==> config.mk <==
export PLATFORM = sky130hd
export DESIGN_NAME = teleinfo_dataset_parser
export DESIGN_NICKNAME = d
export VERILOG_FILES = /design/src/tdp_pkg.sv /design/src/tdp_ram.sv /design/src/tdp_datapath.sv /design/src/tdp_ctrl.sv /design/src/teleinfo_dataset_parser.sv
export SDC_FILE = /design/constraint.sdc
export NUM_CORES = 1
export LEC_CHECK = 0
export BUFFER_PORTS_ARGS = -buffer_cell sky130_fd_sc_hd__buf_2
export CORE_UTILIZATION = 35
export CTS_CLUSTER_DIAMETER = 120
export DETAILED_ROUTE_END_ITERATION = 12
export PLACE_DENSITY_LB_ADDON = 0.25
export SLEW_MARGIN = 20
export SYNTH_ARGS = -nofsm -noshare
export SYNTH_HDL_FRONTEND = slang
export SYNTH_SLANG_ARGS = --single-unit
==> constraint.sdc <==
create_clock -name clk_i -period 3.6 [get_ports clk_i]
set_input_delay 0.36 -clock clk_i [delete_from_list [all_inputs] [get_ports clk_i]]
set_output_delay 0.36 -clock clk_i [all_outputs]
set_load 0.02 [all_outputs]
==> src/tdp_pkg.sv <==
// Shared types and constants of the teleinfo dataset parser.
// Used by the controller, the datapath and the top level; depends on nothing.
package tdp_pkg;

  localparam int unsigned CHAR_W      = 7;
  localparam int unsigned IN_TDATA_W  = 8;
  localparam int unsigned OUT_TDATA_W = 16;
  localparam int unsigned SUM_W       = 6;

  localparam logic [CHAR_W-1:0] CH_STX     = 7'h02;
  localparam logic [CHAR_W-1:0] CH_ETX     = 7'h03;
  localparam logic [CHAR_W-1:0] CH_HT      = 7'h09;
  localparam logic [CHAR_W-1:0] CH_LF      = 7'h0A;
  localparam logic [CHAR_W-1:0] CH_CR      = 7'h0D;
  localparam logic [CHAR_W-1:0] CH_SP      = 7'h20;
  localparam logic [CHAR_W-1:0] CKS_OFFSET = 7'h20;

  typedef enum logic [1:0] {
    KIND_NAME,
    KIND_DATA,
    KIND_END,
    KIND_ERR
  } kind_e;

  typedef enum logic [2:0] {
    ERR_PARITY,
    ERR_FRAMING,
    ERR_TAG_LONG,
    ERR_CHECKSUM,
    ERR_SPLITTER,
    ERR_TOKEN_COUNT,
    ERR_OVERFLOW
  } err_e;

  typedef enum logic [1:0] {
    P_WAIT_STX,
    P_WAIT_LF,
    P_TAG,
    P_REST
  } parse_e;

  typedef enum logic [2:0] {
    S_IDLE,
    S_SCAN,
    S_CHECK,
    S_NAME_RD,
    S_NAME_WR,
    S_DATA_RD,
    S_DATA_WR
  } ctrl_e;

  typedef struct packed {
    logic  wr_en;
    logic  fill_clear;
    logic  tab_load;
    logic  scan_start;
    logic  scan_step;
    logic  name_init;
    logic  data_init;
    logic  rd_step;
    logic  out_load;
    kind_e out_kind;
    err_e  out_err;
    logic  out_last;
  } dp_cmd_t;

  typedef struct packed {
    logic par_err;
    logic is_stx;
    logic is_etx;
    logic is_lf;
    logic is_cr;
    logic is_split;
    logic full;
    logic tag_full;
    logic out_free;
    logic scan_done;
    logic short_err;
    logic cks_err;
    logic tok_err;
    logic emit_more;
  } dp_sts_t;

endpackage

==> src/tdp_ram.sv <==
// Generic single-write, single-read RAM with a registered read port.
// Standalone; no package dependency.
module tdp_ram #(
  parameter int unsigned WIDTH = 7,
  parameter int unsigned DEPTH = 37
) (
  input  logic                     clk_i,
  input  logic                     we_i,
  input  logic [$clog2(DEPTH)-1:0] waddr_i,
  input  logic [WIDTH-1:0]         wdata_i,
  input  logic                     re_i,
  input  logic [$clog2(DEPTH)-1:0] raddr_i,
  output logic [WIDTH-1:0]         rdata_o
);

  logic [WIDTH-1:0] mem_q [DEPTH];

  always_ff @(posedge clk_i) begin
    if (we_i) begin
      mem_q[waddr_i] <= wdata_i;
    end
    if (re_i) begin
      rdata_o <= mem_q[raddr_i];
    end
  end

endmodule

==> src/tdp_datapath.sv <==
// Datapath of the teleinfo parser: character store, fill count, checksum and
// splitter scan, emission range and the output register. Uses tdp_pkg, tdp_ram.
module tdp_datapath
  import tdp_pkg::*;
#(
  parameter int unsigned STORE_DEPTH = 37,
  parameter int unsigned TAG_MAX     = 8
) (
  input  logic                  clk_i,
  input  logic                  rst_ni,
  input  logic [IN_TDATA_W-1:0] rx_byte_i,
  input  dp_cmd_t               cmd_i,
  output dp_sts_t               sts_o,
  input  logic                  out_ready_i,
  output logic                  out_valid_o,
  output kind_e                 out_kind_o,
  output logic [CHAR_W-1:0]     out_char_o,
  output err_e                  out_err_o,
  output logic                  out_last_o
);

  localparam int unsigned AW = $clog2(STORE_DEPTH);
  localparam int unsigned CW = $clog2(STORE_DEPTH + 1);

  logic [CHAR_W-1:0] rx_char;
  logic [CHAR_W-1:0] rdata;
  logic [CHAR_W-1:0] splitter;

  logic [CW-1:0] fill_q, fill_d;
  logic          tab_q, tab_d;
  logic [CW-1:0] idx_q, idx_d;
  logic [CW-1:0] end_q, end_d;
  logic          pend_q, pend_d;
  logic [CW-1:0] didx_q, didx_d;
  logic [SUM_W-1:0] sum_q, sum_d;
  logic [2:0]    cnt_q, cnt_d;
  logic [CW-1:0] pos0_q, pos0_d, pos1_q, pos1_d, pos2_q, pos2_d;
  logic [CHAR_W-1:0] lchar_q, lchar_d;

  logic              ovalid_q, ovalid_d;
  kind_e             okind_q, okind_d;
  logic [CHAR_W-1:0] ochar_q, ochar_d;
  err_e              oerr_q, oerr_d;
  logic              olast_q, olast_d;

  logic          scan_rd;
  logic          re;
  logic [CW:0]   j1, j2, fillx;
  logic          in_cov;
  logic [CW-1:0] data_start, data_end;

  assign rx_char  = rx_byte_i[CHAR_W-1:0];
  assign splitter = tab_q ? CH_HT : CH_SP;
  assign scan_rd  = cmd_i.scan_step && (idx_q < fill_q);
  assign re       = scan_rd || cmd_i.rd_step;

  tdp_ram #(
    .WIDTH(CHAR_W),
    .DEPTH(STORE_DEPTH)
  ) u_store (
    .clk_i  (clk_i),
    .we_i   (cmd_i.wr_en),
    .waddr_i(fill_q[AW-1:0]),
    .wdata_i(rx_char),
    .re_i   (re),
    .raddr_i(idx_q[AW-1:0]),
    .rdata_o(rdata)
  );

  assign fillx  = {1'b0, fill_q};
  assign j1     = {1'b0, didx_q} + (CW+1)'(1);
  assign j2     = {1'b0, didx_q} + (CW+1)'(2);
  assign in_cov = tab_q ? (j1 < fillx) : (j2 < fillx);

  assign data_start = (cnt_q == 3'd2) ? pos0_q + CW'(1) : pos1_q + CW'(1);
  assign data_end   = (cnt_q == 3'd2) ? pos1_q : pos2_q;

  always_comb begin
    fill_d  = fill_q;
    tab_d   = tab_q;
    idx_d   = idx_q;
    end_d   = end_q;
    pend_d  = scan_rd;
    didx_d  = idx_q;
    sum_d   = sum_q;
    cnt_d   = cnt_q;
    pos0_d  = pos0_q;
    pos1_d  = pos1_q;
    pos2_d  = pos2_q;
    lchar_d = lchar_q;

    if (cmd_i.fill_clear) begin
      fill_d = '0;
    end else if (cmd_i.wr_en) begin
      fill_d = fill_q + CW'(1);
    end
    if (cmd_i.tab_load) begin
      tab_d = (rx_char == CH_HT);
    end

    if (cmd_i.scan_start) begin
      idx_d  = '0;
      sum_d  = '0;
      cnt_d  = '0;
      pend_d = 1'b0;
    end else if (cmd_i.name_init) begin
      idx_d = '0;
      end_d = pos0_q;
    end else if (cmd_i.data_init) begin
      idx_d = data_start;
      end_d = data_end;
    end else if (re) begin
      idx_d = idx_q + CW'(1);
    end

    // One stored character comes back from the store per cycle of the scan.
    if (pend_q) begin
      if (in_cov) begin
        sum_d = sum_q + rdata[SUM_W-1:0];
      end
      if (j1 == fillx) begin
        lchar_d = rdata;
      end
      if ((j1 < fillx) && (rdata == splitter)) begin
        case (cnt_q)
          3'd0:    pos0_d = didx_q;
          3'd1:    pos1_d = didx_q;
          3'd2:    pos2_d = didx_q;
          default: ;
        endcase
        if (cnt_q < 3'd4) begin
          cnt_d = cnt_q + 3'd1;
        end
      end
    end
  end

  always_comb begin
    ovalid_d = ovalid_q;
    okind_d  = okind_q;
    ochar_d  = ochar_q;
    oerr_d   = oerr_q;
    olast_d  = olast_q;
    if (cmd_i.out_load) begin
      ovalid_d = 1'b1;
      okind_d  = cmd_i.out_kind;
      oerr_d   = cmd_i.out_err;
      olast_d  = cmd_i.out_last;
      ochar_d  = ((cmd_i.out_kind == KIND_NAME) || (cmd_i.out_kind == KIND_DATA)) ? rdata : '0;
    end else if (out_ready_i) begin
      ovalid_d = 1'b0;
    end
  end

  always_ff @(posedge clk_i or negedge rst_ni) begin
    if (!rst_ni) begin
      fill_q   <= '0;
      tab_q    <= 1'b0;
      idx_q    <= '0;
      end_q    <= '0;
      pend_q   <= 1'b0;
      didx_q   <= '0;
      sum_q    <= '0;
      cnt_q    <= '0;
      ovalid_q <= 1'b0;
    end else begin
      fill_q   <= fill_d;
      tab_q    <= tab_d;
      idx_q    <= idx_d;
      end_q    <= end_d;
      pend_q   <= pend_d;
      didx_q   <= didx_d;
      sum_q    <= sum_d;
      cnt_q    <= cnt_d;
      ovalid_q <= ovalid_d;
    end
  end

  always_ff @(posedge clk_i) begin
    pos0_q  <= pos0_d;
    pos1_q  <= pos1_d;
    pos2_q  <= pos2_d;
    lchar_q <= lchar_d;
    okind_q <= okind_d;
    ochar_q <= ochar_d;
    oerr_q  <= oerr_d;
    olast_q <= olast_d;
  end

  always_comb begin
    sts_o.par_err   = ^rx_byte_i;
    sts_o.is_stx    = (rx_char == CH_STX);
    sts_o.is_etx    = (rx_char == CH_ETX);
    sts_o.is_lf     = (rx_char == CH_LF);
    sts_o.is_cr     = (rx_char == CH_CR);
    sts_o.is_split  = (rx_char == CH_HT) || (rx_char == CH_SP);
    sts_o.full      = (fill_q >= CW'(STORE_DEPTH));
    sts_o.tag_full  = ({{(32-CW){1'b0}}, fill_q} >= 32'(TAG_MAX));
    sts_o.out_free  = !ovalid_q || out_ready_i;
    sts_o.scan_done = !pend_q && (idx_q == fill_q);
    sts_o.short_err = !tab_q && (fill_q < CW'(2));
    sts_o.cks_err   = (CHAR_W'({1'b0, sum_q}) + CKS_OFFSET) != lchar_q;
    sts_o.tok_err   = (cnt_q != 3'd2) && (cnt_q != 3'd3);
    sts_o.emit_more = (idx_q < end_q);
  end

  assign out_valid_o = ovalid_q;
  assign out_kind_o  = okind_q;
  assign out_char_o  = ochar_q;
  assign out_err_o   = oerr_q;
  assign out_last_o  = olast_q;

  a_fill_bound : assert property (@(posedge clk_i) disable iff (!rst_ni)
    fill_q <= CW'(STORE_DEPTH))
    else $error("fill count ran past the store depth");

  a_no_write_full : assert property (@(posedge clk_i) disable iff (!rst_ni)
    cmd_i.wr_en |-> !sts_o.full)
    else $error("store written while full");

  a_load_free : assert property (@(posedge clk_i) disable iff (!rst_ni)
    cmd_i.out_load |-> (!ovalid_q || out_ready_i))
    else $error("output register overwritten while a beat waits");

  a_scan_read_idle : assert property (@(posedge clk_i) disable iff (!rst_ni)
    cmd_i.wr_en |-> !pend_q)
    else $error("store written while a scan read is in flight");

endmodule

==> src/tdp_ctrl.sv <==
// Controller of the teleinfo parser: frame parse state and the sequencer for
// the checksum scan and the emission of a finished dataset. Uses tdp_pkg.
module tdp_ctrl
  import tdp_pkg::*;
(
  input  logic    clk_i,
  input  logic    rst_ni,
  input  logic    in_valid_i,
  output logic    in_ready_o,
  input  dp_sts_t sts_i,
  output dp_cmd_t cmd_o
);

  ctrl_e  state_q, state_d;
  parse_e parse_q, parse_d;
  logic   accept;
  logic   err_fire;
  err_e   err_code;

  assign in_ready_o = (state_q == S_IDLE) && sts_i.out_free;
  assign accept     = in_valid_i && in_ready_o;

  always_ff @(posedge clk_i or negedge rst_ni) begin
    if (!rst_ni) begin
      state_q <= S_IDLE;
      parse_q <= P_WAIT_STX;
    end else begin
      state_q <= state_d;
      parse_q <= parse_d;
    end
  end

  always_comb begin
    state_d  = state_q;
    parse_d  = parse_q;
    cmd_o    = '0;
    err_fire = 1'b0;
    err_code = ERR_PARITY;

    case (state_q)
      S_IDLE: begin
        if (accept) begin
          if (sts_i.par_err) begin
            err_fire = 1'b1;
            err_code = ERR_PARITY;
          end else begin
            case (parse_q)
              P_WAIT_STX: begin
                if (sts_i.is_stx) begin
                  parse_d = P_WAIT_LF;
                end
              end
              P_WAIT_LF: begin
                if (sts_i.is_lf) begin
                  cmd_o.fill_clear = 1'b1;
                  parse_d = P_TAG;
                end else if (sts_i.is_etx) begin
                  parse_d = P_WAIT_STX;
                end else begin
                  err_fire = 1'b1;
                  err_code = ERR_FRAMING;
                end
              end
              P_TAG: begin
                if (sts_i.is_split) begin
                  if (sts_i.full) begin
                    err_fire = 1'b1;
                    err_code = ERR_OVERFLOW;
                  end else begin
                    cmd_o.wr_en    = 1'b1;
                    cmd_o.tab_load = 1'b1;
                    parse_d = P_REST;
                  end
                end else if (sts_i.tag_full) begin
                  err_fire = 1'b1;
                  err_code = ERR_TAG_LONG;
                end else if (sts_i.full) begin
                  err_fire = 1'b1;
                  err_code = ERR_OVERFLOW;
                end else begin
                  cmd_o.wr_en = 1'b1;
                end
              end
              P_REST: begin
                if (sts_i.is_cr) begin
                  cmd_o.scan_start = 1'b1;
                  state_d = S_SCAN;
                end else if (sts_i.full) begin
                  err_fire = 1'b1;
                  err_code = ERR_OVERFLOW;
                end else begin
                  cmd_o.wr_en = 1'b1;
                end
              end
              default: parse_d = P_WAIT_STX;
            endcase
          end
        end
      end
      S_SCAN: begin
        if (sts_i.scan_done) begin
          state_d = S_CHECK;
        end else begin
          cmd_o.scan_step = 1'b1;
        end
      end
      S_CHECK: begin
        if (sts_i.short_err || sts_i.cks_err) begin
          if (sts_i.out_free) begin
            err_fire = 1'b1;
            err_code = ERR_CHECKSUM;
            state_d  = S_IDLE;
          end
        end else if (sts_i.tok_err) begin
          if (sts_i.out_free) begin
            err_fire = 1'b1;
            err_code = ERR_TOKEN_COUNT;
            state_d  = S_IDLE;
          end
        end else begin
          cmd_o.name_init = 1'b1;
          state_d = S_NAME_RD;
        end
      end
      S_NAME_RD: begin
        if (sts_i.emit_more) begin
          cmd_o.rd_step = 1'b1;
          state_d = S_NAME_WR;
        end else begin
          cmd_o.data_init = 1'b1;
          state_d = S_DATA_RD;
        end
      end
      S_NAME_WR: begin
        if (sts_i.out_free) begin
          cmd_o.out_load = 1'b1;
          cmd_o.out_kind = KIND_NAME;
          state_d = S_NAME_RD;
        end
      end
      S_DATA_RD: begin
        if (sts_i.emit_more) begin
          cmd_o.rd_step = 1'b1;
          state_d = S_DATA_WR;
        end else if (sts_i.out_free) begin
          cmd_o.out_load = 1'b1;
          cmd_o.out_kind = KIND_END;
          cmd_o.out_last = 1'b1;
          parse_d = P_WAIT_LF;
          state_d = S_IDLE;
        end
      end
      S_DATA_WR: begin
        if (sts_i.out_free) begin
          cmd_o.out_load = 1'b1;
          cmd_o.out_kind = KIND_DATA;
          state_d = S_DATA_RD;
        end
      end
      default: state_d = S_IDLE;
    endcase

    // Every error is a single result beat and drops back to waiting for STX.
    if (err_fire) begin
      cmd_o.out_load = 1'b1;
      cmd_o.out_kind = KIND_ERR;
      cmd_o.out_err  = err_code;
      cmd_o.out_last = 1'b1;
      parse_d = P_WAIT_STX;
    end
  end

  a_cr_starts_scan : assert property (@(posedge clk_i) disable iff (!rst_ni)
    cmd_o.scan_start |=> (state_q == S_SCAN))
    else $error("scan start did not enter the scan");

  a_end_after_data : assert property (@(posedge clk_i) disable iff (!rst_ni)
    (cmd_o.out_load && (cmd_o.out_kind == KIND_END)) |-> (state_q == S_DATA_RD))
    else $error("end marker issued outside the data phase");

  a_busy_parse_rest : assert property (@(posedge clk_i) disable iff (!rst_ni)
    (state_q != S_IDLE) |-> (parse_q == P_REST))
    else $error("dataset sequencer running outside the dataset body");

endmodule

==> src/teleinfo_dataset_parser.sv <==
// Teleinfo dataset parser, top level. A byte that yields no result or a single
// error needs no sequencing; its result beat shows in the cycle after it is taken.
// A CR byte runs the checksum scan of the store and a check, then reads and
// emits each name character, then each data character, then the end marker.
// Reset clears all control state; the store needs no clearing.
module teleinfo_dataset_parser
  import tdp_pkg::*;
#(
  parameter int unsigned STORE_DEPTH = 37,
  parameter int unsigned TAG_MAX     = 8
) (
  input  logic                   clk_i,
  input  logic                   rst_ni,
  // Received bytes. tdata: rx_byte[7:0] (seven data bits, parity in bit 7).
  input  logic                   s_axis_tvalid,
  output logic                   s_axis_tready,
  input  logic [IN_TDATA_W-1:0]  s_axis_tdata,
  // Results. tdata: char_value[6:0], error_code[9:7], zero fill [15:10].
  // tuser: kind[1:0]. tlast: last result beat caused by one input byte.
  output logic                   m_axis_tvalid,
  input  logic                   m_axis_tready,
  output logic [OUT_TDATA_W-1:0] m_axis_tdata,
  output logic [1:0]             m_axis_tuser,
  output logic                   m_axis_tlast
);

  // The controller owns the frame state and sequences each dataset end; the
  // datapath holds the character store, the scan accumulators and the single
  // output register, which frees the input side as soon as a beat is taken.
  dp_cmd_t           cmd;
  dp_sts_t           sts;
  kind_e             out_kind;
  logic [CHAR_W-1:0] out_char;
  err_e              out_err;

  tdp_ctrl u_ctrl (
    .clk_i     (clk_i),
    .rst_ni    (rst_ni),
    .in_valid_i(s_axis_tvalid),
    .in_ready_o(s_axis_tready),
    .sts_i     (sts),
    .cmd_o     (cmd)
  );

  tdp_datapath #(
    .STORE_DEPTH(STORE_DEPTH),
    .TAG_MAX    (TAG_MAX)
  ) u_datapath (
    .clk_i      (clk_i),
    .rst_ni     (rst_ni),
    .rx_byte_i  (s_axis_tdata),
    .cmd_i      (cmd),
    .sts_o      (sts),
    .out_ready_i(m_axis_tready),
    .out_valid_o(m_axis_tvalid),
    .out_kind_o (out_kind),
    .out_char_o (out_char),
    .out_err_o  (out_err),
    .out_last_o (m_axis_tlast)
  );

  // Characters and error codes share tdata; kind goes out on tuser.
  assign m_axis_tdata = {{(OUT_TDATA_W - CHAR_W - 3){1'b0}}, out_err, out_char};
  assign m_axis_tuser = out_kind;

endmodule

==> results of run 1 <==
-- worst max path at each step --
stage | startpoint | end | slack [ps] | cells past startpoint
2_1_floorplan | u_datapath.didx_d[3]$_DFFE_PN0P_ | u_datapath.didx_d[4]$_DFFE_PN0P_ | 520 | 12
5_1_grt | u_datapath.didx_q[2]$_DFF_PN0_ | u_datapath.pos0_q[3]$_DFFE_PP_ | 20 | 9
4_1_cts | u_datapath.didx_q[2]$_DFF_PN0_ | u_datapath.pos0_q[2]$_DFFE_PP_ | 230 | 9
3_5_place_dp | s_axis_tdata[2] | u_datapath.u_store.mem_q[10][5]$_DFFE_PP_ | -6 | 10
6_report | u_datapath.didx_q[1]$_DFF_PN0_ | u_datapath.pos0_q[2]$_DFFE_PP_ | 280 | 9
3_3_place_gp | s_axis_tdata[2] | u_datapath.u_store.mem_q[10][2]$_DFFE_PP_ | 70 | 10
-- power by group through the flow --
stage          registers (mW)  clock network (mW)  logic, mW
2_1_floorplan            5.07                   0       2.55
3_3_place_gp             5.11                   0       3.64
3_5_place_dp             5.12                   0       3.64
4_1_cts                  5.04                4.16       3.65
5_1_grt                  5.07                4.33       3.94
6_report                 5.03                4.08       3.59
-- routing by layer --
metal,global-route usage,vias up
li1,-,3824
met1,0.239,4278
met2,0.259,223
met5,0,-
met3,0.0346,38
met4,0.0365,0
-- worst max-delay path: cells and delay by family (launching register included) --
| family | cells | cell delay [ps] |
|---|---|---|
| AO/OA/AOI/OAI | 3 | 1080 |
| adder cells (fa/ha/maj) | 2 | 610 |
| AND/OR/NAND/NOR | 3 | 590 |
| flip-flops | 1 | 530 |
| XOR/XNOR | 1 | 160 |
-- cells in the final DEF, fill, tap and decap left out, types with 4 or more instances in the layout --
cell type / instances
clkinv_2: 7
nor2_1: 66
nor3_1: 6
dfrtp_1: 38
a21oi_1: 26
nand4_1: 10
edfxtp_1: 304
and2_1: 12
mux2_2: 12
nand2b_1: 8
bufinv_16: 6
a22o_1: 4
clkbuf_16: 39
conb_1: 6
xor2_1: 6
o21ai_0: 25
mux4_2: 77
mux2i_1: 25
clkinvlp_4: 5
a21o_1: 5
inv_1: 39
nand2_1: 41
a211oi_1: 9
clkbuf_1: 6
nor2b_1: 16
buf_2: 26
buf_4: 65
nand3_1: 24
ha_1: 51
o21ai_1: 4
xnor2_1: 20
-- what timing repair did --
action / CTS / global route
setup endpoints to repair: 0 / 0
endpoints found under the hold margin: 14 / 0
hold buffers: 1 / 0
-- kinds of logic after synthesis --
group	Yosys count	synth area share
adders and majority gates	52	0.0430
and+or+nand+nor	207	0.0679
buffers and inverters	80	0.0229
xor gates and xnor gates	28	0.0174
muxes	114	0.139
other	1	0.000245
DFF	345	0.664
AOI/OAI and AO/OA	106	0.0464
-- area by class of cell --
cell class,count,share of cell area
Clock buffer,46,0.0567
Timing Repair Buffer,94,0.0374
Clock inverter,24,0.0172
Sequential cell,345,0.569
Tap cell,585,0.0410
Multi-Input combinational cell,513,0.270
Inverter,39,0.00820
-- sequential cells by signal, summed over array words and instances, names as in the netlist, 7 cells and up --
signal	count
u_datapath.u_store.mem_q	259
u_datapath.out_char_o	7
u_datapath.lchar_q	7
u_datapath.u_store.rdata_o	7
-- per-stage QoR --
stage / setup TNS (ps) / setup WS [ps] / total power, mW / std cells
floorplan: 0 / 516 / 7.62 / 938
global placement: 0 / 69.2 / 8.75 / 1575
detailed placement: -58.8 / -6.34 / 8.76 / 1575
CTS: 0 / 233 / 12.8 / 1646
global route: 0 / 18.8 / 13.3 / 1646
finish: 0 / 280 / 12.7 / 1646
==> metrics.md, run 1 <==
| Metric | Value |
|---|---|
| Launching point of the worst reg2reg path | u_datapath.didx_q[1]$_DFF_PN0_ |
| Fmax achieved | ~0.30 GHz |
| DRC Markers | 0 |
| Routed wl met3 | between 1500 and 2000 µm |
| CP max stage cell | a2111oi_0 |
| Netlist cell types | about 70 |
| Core Util, Final | 0.414 |
| Most common cell in the netlist | edfxtp_1 |
| Cell Area, Placed | between 0.015 and 0.02 mm² |
| P_sw | 3.86 mW |
| Footprint of the multi-input gates | 0.00482 mm² |
| Die W | between 200 and 250 µm |
| Reg2Reg Depth | 9 |
| WL met1 | approximately 17,000 µm |
| Nets | roughly 1,100 |
| Clk sink count | 345 |
| Fin area | between 0.015 and 0.02 mm² |
| Wire length per cell | roughly 22 µm |
| Count of port buffers added during placement | 26 |
| Max IR drop VDD | ~390 µV |
| Cts bufs inserted | 38 |
| Grt total ovfl | 0 |
| Switching portion of total power | 0.304 |
| Largest net degree at the start of global routing | 69 |
| Vias per inst | just over 5 |
| Final Routed Wirelength | 35,800 µm |
| Leak | between 6 and 7 nW |
| DRT Pass-1 Iters | 5 |
| Clk_lat worst skew | approximately 540 ps |
| Internal power | roughly 9 mW |
| Seq cells post-synth | 345 |
| Tightest Pin Transition | 660 ps |
| CTS H-tree lvls | 2 |
| Post-cts sizing count | 0 |
| Final Skew | roughly 22 ps |
| Routed Antenna Nets | 0 |
| RePlAce Congestion | about 0.83 |
| Initial antenna violation count | 0 |
| Most frequent CP cell | ha_1 |
| Worst hold path startpoint | s_axis_tdata[6] |
| Crit path max fanout | 8 |
| Tmin final | roughly 3300 ps |
| Combinational group share of total power | 0.283 |
| Tightest Hold Check Type | in -> reg |
| Final hold vios | 0 |
| Post-DP HPWL | 24,000 µm |
| Global-route wire length before repair | around 55,000 µm |
| Max incr delay on CP | ~590 ps |
| Ys Warns | 0 |
| Sequential share of the synthesized area | 0.664 |
| Io pins | 33 |
| Number of fill cells | roughly 3,900 |
| Syn_area_per_cell | 16.4 µm² |
| Area share of the largest cell type after synthesis | 0.597 |
| Yosys top cell by area | edfxtp_1 |
| Status | completed |
| Clock Path Buffers | 3 |
| Final hold slack | 220 ps |
| Slew Viols, Final | 0 |
| CP endpoint kind | register |
| Fraction of registers with async set or reset after synthesis | 0.119 |
| Highest routed layer | met4 |
| Total vias in the final route | between 8,000 and 9,000 |
| RSZ-0062 raised after global routing | no |
| Flop pwr share | 0.396 |
| Clk pin slew, worst setup/hold paths | 60 ps |
| WL met2 | about 17,000 µm |
| Main synth FF type | edfxtp_1 |
| Crit Path Category | reg -> reg |
| Core ar. | about 0.043 mm² |
| Number of diodes | 0 |
| CTS tree | done |
| Cell Area, Synth | approximately 0.015 mm² |
| Dominant cells by area after synthesis | edfxtp_1 60%, mux4_2 11%, dfrtp_1 6.7%, ha_1 4.2%, mux2i_1 1.6% |
| Layout cell share with drive strength beyond 1 | 0.245 |
| Register Area | roughly 0.010 mm² |
| Root buffer cell | clkbuf_16 |
| Initial Utilization | 0.355 |
| GRT Resource Usage Total | 0.166 |
| Cell Rows | 76 |
| Die H | 211 µm |
| Final setup violation count | 0 |
| CP Data Required Time | about 3800 ps |
| Hold EP | u_datapath.u_store.mem_q[18][6]$_DFFE_PP_ |
| Post-CTS setup buffer count | 0 |
| Final Cycle Share | 0.922 |
| Post-synth top cells | 304 x edfxtp_1, 77 x mux4_2, 66 x nor2_1 |
| Mapped Cells | roughly 930 |
| Pwr dens | just over 700 mW/mm² |
| Layout area overhead | 16.6% |
| First-iteration detailed-routing DRC count | 695 |
| CP arrival | 3510 ps |
| Max-cap violations | 0 |
| Worst setup SP type | register |
| EDFF count, synth | 304 |
| Die Area | about 0.045 mm² |
| Crit-path cells | ha_1 > nand4_1 > xnor2_1 > ha_1 > nand3_1 > a21oi_1 > a2111oi_0 > o2111a_1 > and2_1 |
| WHS Path Cells | 1 |
| FF-to-FF setup slack | 280 ps |
| R2R Path End | u_datapath.pos0_q[2]$_DFFE_PP_ |
| Relative slew slack | 0.548 |
| Clock power frac | 0.321 |
| Vias in the first global route | about 8,600 |
(Power assumes the default switching activity.)
==> inputs of run 2 (changes only) <==
- ABC_CLOCK_PERIOD_IN_PS: default -> 3600
- RECOVER_POWER: default -> 50
==> metrics.md, run 2 (synthesis results as in run 1) <==
| Metric | Value |
|---|---|
| Worst setup path start | u_datapath.didx_q[2]$_DFF_PN0_ |
| Most frequent cells in the layout | 304 x edfxtp_1, 77 x mux4_2, 66 x nor2_1 |
| Vias per inst | 5.10 (+0.42%) |
| Leak | 6.23 nW (-1.5%) |
| Status | complete, but fails checks |
| Root buffer cell | clkbuf_16 |
| Fmax achieved | 0.298 GHz (-0.91%) |
| CP Data Required Time | 3800 ps (about the same) |
| Cts bufs inserted | 38 (unchanged) |
| Top reg by flops | u_datapath.u_store.mem_q |
| Worst hold path startpoint | m_axis_tready |
| Final Routed Wirelength | 35,900 µm (+0.30%) |
| Count of port buffers added during placement | 26 (unchanged) |
| Post-CTS setup buffer count | 0 (unchanged) |
| Tightest Pin Transition | 1810 ps (+1150 ps) |
| Number of fill cells | 3,902 (+0.59%) |
| Grt total ovfl | 0 (unchanged) |
| Launching point of the worst reg2reg path | u_datapath.didx_q[2]$_DFF_PN0_ |
| Nets | 1,095 (unchanged) |
| Worst setup SP type | register |
| Tightest Hold Check Type | in -> reg |
| Post-cts sizing count | 0 (unchanged) |
| Max-cap violations | 4 (+4) |
| Wire length per cell | 21.8 µm (+0.30%) |
| Crit path max fanout | 9 (+1) |
| Final worst slack | 250 ps (-30.5 ps) |
| Setup TNS | 0 ps (unchanged) |
| Number of diodes | 0 (unchanged) |
| Final Cycle Share | 0.931 (+0.00846) |
| Most common cell after layout, fill and taps aside | edfxtp_1 |
| Slew Viols, Final | 137 (+137) |
| CTS tree | done |
| Failing checks | capacitance limit, slew limit |
| Io pins | 33 (unchanged) |
| DRT Pass-1 Iters | 6 (+1) |
| Dpl ws | -6.34 ps (unchanged) |
| RePlAce Congestion | 0.829 (unchanged) |
| Final Skew | 18.7 ps (-3.19 ps) |
| CP endpoint kind | register |
| Die H | 211 µm (unchanged) |
| Largest net degree at the start of global routing | 69 (unchanged) |
| CP arrival | 3550 ps (+40 ps) |
| Initial Utilization | 0.355 (unchanged) |
| Tmin final | 3350 ps (+30.5 ps) |
| Total vias in the final route | 8,398 (+0.42%) |
| Clock Path Buffers | 3 (unchanged) |
| RSZ-0062 raised after global routing | no |
| Layout cell share with drive strength beyond 1 | 0.217 (-0.0283) |
| Relative slew slack | -0.204 (-0.752) |
| Crit Path Category | reg -> reg |
| First-iteration detailed-routing DRC count | 700 (+0.72%) |
| DRC Markers | 0 (unchanged) |
| Pwr dens | 714 mW/mm² (+0.24%) |
| Layout area overhead | 16.2% |
| Clk pin slew, worst setup/hold paths | 60 ps (about the same) |
| Die W | 211 µm (unchanged) |
| Clk sink count | 345 (unchanged) |
| Clk_lat worst skew | 540 ps (about the same) |
| Global-route wire length before repair | 54,800 µm (unchanged) |
| Die Area | 0.0446 mm² (unchanged) |
| Initial antenna violation count | 0 (unchanged) |
| GRT Resource Usage Total | 0.166 (unchanged) |
| Cell Rows | 76 (unchanged) |
| FF-to-FF setup slack | 250 ps (-30 ps) |
| Final hold vios | 0 (unchanged) |
| Vias in the first global route | 8,595 (unchanged) |
| Routed Antenna Nets | 0 (unchanged) |
| Core ar. | 0.0431 mm² (unchanged) |
| CTS H-tree lvls | 2 (unchanged) |
| Final setup violation count | 0 (unchanged) |
| Max IR drop VDD | 394 µV (-0.12%) |
| Post-DP HPWL | 24,000 µm (unchanged) |
| Max FFs per register | 259 (unchanged) |
run 2: cell count changes in the layout (fill, tap and decap cells not counted), sizes merged:
cell and change:
buf -29, clkbuf +29
run 2: cell type report:
class	count	area, µm²	area share
multi-input combinational	513	4810	0.271
inverter	39	146	0.00823
timing repair buffer	94	612	0.0344
sequential	345	10200	0.571
clock buffer	46	1010	0.0569
clock inverter	24	307	0.0172
tap	585	732	0.0412
run 2: through the flow:
step	area, µm²	power (mW)	std cells	util	hold WS [ps]
global placement	16500	8.75	1575	0.383	311
detailed placement	16500	8.76	1575	0.383	309
CTS	17800	12.8	1646	0.414	203
global route	17800	13.3	1646	0.413	346
finish	17800	12.7	1646	0.413	323
floorplan	15300	7.62	938	-	64.4
run 2: critical path, cell delays in order, from the launching register on:
cell and delay (ps):
dfrtp_1 530, ha_1 300, nand4_1 130, xnor2_1 160, ha_1 310, nand3_1 100, a21oi_1 60, a2111oi_0 610
o2111a_1 450, and2_1 360
run 2: repair_timing:
item                                    4_1_cts  5_1_grt
hold buffers                                  1        0
endpoints found under the setup margin        0        0
hold endpoints to repair                     14        0
run 2: path summary, 6_finish.rpt:
| check | cells after the start | endpoint |
|---|---|---|
| min in group asynchronous | 2 | u_datapath.end_q[3]$_DFFE_PN0P_ |
| min | 3 | u_datapath.out_valid_o$_DFFE_PN0P_ |
| min reg2reg | 1 | u_datapath.sum_q[5]$_DFF_PN0_ |
| max | 9 | u_datapath.pos0_q[1]$_DFFE_PP_ |
| max reg2reg | 9 | u_datapath.pos0_q[1]$_DFFE_PP_ |
| max in group asynchronous | 3 | u_datapath.didx_q[2]$_DFF_PN0_ |
run 2: layer usage:
layer	track usage	vias to the layer above	wire length, µm
li1	-	3821	-
met1	0.239	4302	16600
met2	0.259	231	16700
met3	0.0346	44	2060
met4	0.0365	0	592
met5	0	-	0
run 2: power breakdown:
| group | switching (mW) | total [mW] | leakage [nW] | internal (mW) |
|---|---|---|---|---|
| clock | 1.63 | 4.09 | 0.633 | 2.46 |
| combinational | 1.95 | 3.56 | 2.37 | 1.61 |
| sequential | 0.299 | 5.04 | 3.22 | 4.74 |
==> inputs of run 3 (changes only) <==
- BUFFER_PORTS_ARGS: -buffer_cell sky130_fd_sc_hd__buf_2 -> -buffer_cell sky130_fd_sc_hd__clkbuf_2
==> metrics.md, run 3 (synthesis results as in run 1) <==
| Metric | Value |
|---|---|
| Status | complete, but fails checks |
| Failing checks | capacitance limit, slew limit |
| Worst setup SP type | register |
| Clk sink count | 345 (unchanged) |
| Flop pwr share | 0.400 (+0.003) |
| Dpl ws | 6.85 ps (+13.2 ps) |
| P_sw | 3.89 mW (+0.46%) |
| CP max stage cell | o21ai_0 |
| Layout cell share with drive strength beyond 1 | 0.215 (-0.00168) |
| Leak | 6.21 nW (-0.22%) |
| Final hold vios | 0 (unchanged) |
| Max IR drop VDD | 491 µV (+25%) |
| First-iteration detailed-routing DRC count | 720 (+2.9%) |
| Slew Viols, Final | 66 (-52%) |
| Initial antenna violation count | 0 (unchanged) |
| Setup TNS | 0 ps (unchanged) |
| Most frequent cells in the layout | 304 x edfxtp_1, 77 x mux4_2, 66 x nor2_1 |
| Max incr delay on CP | 440 ps (-170 ps) |
| Die W | 211 µm (unchanged) |
| RePlAce Congestion | 0.799 (-3.5%) |
| Clock Path Buffers | 3 (unchanged) |
| Final worst slack | 328 ps (+78.6 ps) |
| CTS tree | done |
| Vias in the first global route | 8,564 (-0.36%) |
| Relative slew slack | -0.148 (+0.0560) |
| Io pins | 33 (unchanged) |
| Max FFs per register | 259 (unchanged) |
| CP bufs+invs | 0 (unchanged) |
| Routed Antenna Nets | 0 (unchanged) |
| CP arrival | 3690 ps (+140 ps) |
| RSZ-0062 raised after global routing | no |
| Tightest Pin Transition | 1720 ps (-83.9 ps) |
| Cts bufs inserted | 37 (-2.6%) |
| Top reg by flops | u_datapath.u_store.mem_q |
| CP endpoint kind | register |
| DRT Pass-1 Iters | 5 (-1) |
| Most frequent CP cell | ha_1 |
| Post-CTS setup buffer count | 0 (unchanged) |
| Crit path max fanout | 7 (-2) |
| Max-cap violations | 2 (-2) |
| Total vias in the final route | 8,352 (-0.55%) |
| GRT Resource Usage Total | 0.167 (+0.000535) |
| Crit-path cells | ha_1 > a21oi_1 > o21ai_0 > a21oi_4 > nor2_1 > mux2i_1 > ha_1 > nand2_1 > xor2_1 > mux2_2 > a221o_1 |
| Clk_lat worst skew | 540 ps (about the same) |
| Nets | 1,097 (+0.18%) |
| Crit Path Category | reg -> reg |
| Core ar. | 0.0431 mm² (unchanged) |
| Root buffer cell | clkbuf_16 |
| CTS H-tree lvls | 2 (unchanged) |
| Final setup violation count | 0 (unchanged) |
| Switching portion of total power | 0.310 (+0.00424) |
| Number of diodes | 0 (unchanged) |
| Largest delay share family, worst path | compound AO/OA/AOI/OAI gates |
| Most common cell after layout, fill and taps aside | edfxtp_1 |
| Cell Rows | 76 (unchanged) |
| Global-route wire length before repair | 54,800 µm (+0.10%) |
| Post-DP HPWL | 24,100 µm (+0.67%) |
| Combinational group share of total power | 0.288 (+0.007) |
| Die Area | 0.0446 mm² (unchanged) |
| Final Cycle Share | 0.909 (-0.0218) |
| Vias per inst | 5.08 (-0.49%) |
| Count of port buffers added during placement | 26 (unchanged) |
| Final Skew | 24.2 ps (+5.53 ps) |
| Largest net degree at the start of global routing | 69 (unchanged) |
| Pwr dens | 708 mW/mm² (-0.72%) |
| Initial Utilization | 0.355 (unchanged) |
| Internal power | 8.68 mW (-1.5%) |
| Die H | 211 µm (unchanged) |
| Wire length per cell | 22.0 µm (+0.89%) |
| DRC Markers | 0 (unchanged) |
| Clock power frac | 0.312 (-0.010) |
| Fmax achieved | 0.306 GHz (+2.4%) |
| CP Data Required Time | 4020 ps (+220 ps) |
| Clk pin slew, worst setup/hold paths | 70 ps (about the same) |
| Tightest Hold Check Type | in -> reg |
| Grt total ovfl | 0 (unchanged) |
| Layout area overhead | 16.0% |
| Tmin final | 3270 ps (-78.6 ps) |
| Final Routed Wirelength | 36,200 µm (+0.82%) |
| Final hold slack | 218 ps (-104 ps) |
-- run 3: changes by cell type in the layout (fill, tap and decap cells not counted), sizes merged --
cell	change
clkbuf	+2
clkinvlp	-1
clkinv	+3
bufinv	-1
buf	-4
-- run 3: per-stage QoR --
step / utilization / total power, mW / cells / cell area, µm²
2_1_floorplan: - / 7.62 / 938 / 15300
3_3_place_gp: 0.384 / 8.80 / 1578 / 16500
3_5_place_dp: 0.384 / 8.81 / 1578 / 16500
4_1_cts: 0.413 / 12.8 / 1645 / 17800
5_1_grt: 0.412 / 13.1 / 1645 / 17700
6_report: 0.412 / 12.6 / 1645 / 17700
-- run 3: path summary, 6_finish.rpt --
check,cells after the start,end,startpoint,slack [ps]
max in group asynchronous,3,u_datapath.out_valid_o$_DFFE_PN0P_,rst_ni,1180
max,11,u_datapath.didx_d[4]$_DFFE_PN0P_,u_datapath.didx_d[1]$_DFFE_PN0P_,330
min reg2reg,1,u_datapath.end_q[3]$_DFFE_PN0P_,u_datapath.pos0_q[3]$_DFFE_PP_,540
max reg2reg,11,u_datapath.didx_d[4]$_DFFE_PN0P_,u_datapath.didx_d[1]$_DFFE_PN0P_,330
min in group asynchronous,2,u_datapath.fill_q[4]$_DFFE_PN0P_,rst_ni,790
min,1,u_datapath.u_store.mem_q[29][6]$_DFFE_PP_,s_axis_tdata[6],220
-- run 3: repair_timing --
| item | 4_1_cts | 5_1_grt |
|---|---|---|
| resized for setup | 0 | 1 |
| endpoints found under the hold margin | 26 | 0 |
| hold buffers | 1 | 0 |
| setup endpoints to repair | 0 | 9 |
-- run 3: cell type report --
class                           instances  area (µm²)
Inverter                               39         146
Fill cell                            3920       25300
Timing Repair Buffer                   97         638
Sequential cell                       345       10200
Clock buffer                           41         962
Clock inverter                         25         289
Tap cell                              585         732
Multi-Input combinational cell        513        4820
-- run 3: routing by layer --
metal / vias up / share of wire / global-route usage
met5: - / 0 / 0
met1: 4250 / 0.47 / 0.242
met3: 53 / 0.054 / 0.0296
met4: 0 / 0.021 / 0.0427
li1: 3824 / - / -
met2: 225 / 0.46 / 0.259
-- run 3: power by group through the flow --
stage | clock (mW) | combinational [mW] | sequential (mW)
after floorplan | 0 | 2.55 | 5.07
after global routing | 4.15 | 3.94 | 5.06
after global placement | 0 | 3.68 | 5.12
final | 3.93 | 3.62 | 5.03
after CTS | 4.02 | 3.70 | 5.03
after detailed placement | 0 | 3.69 | 5.12
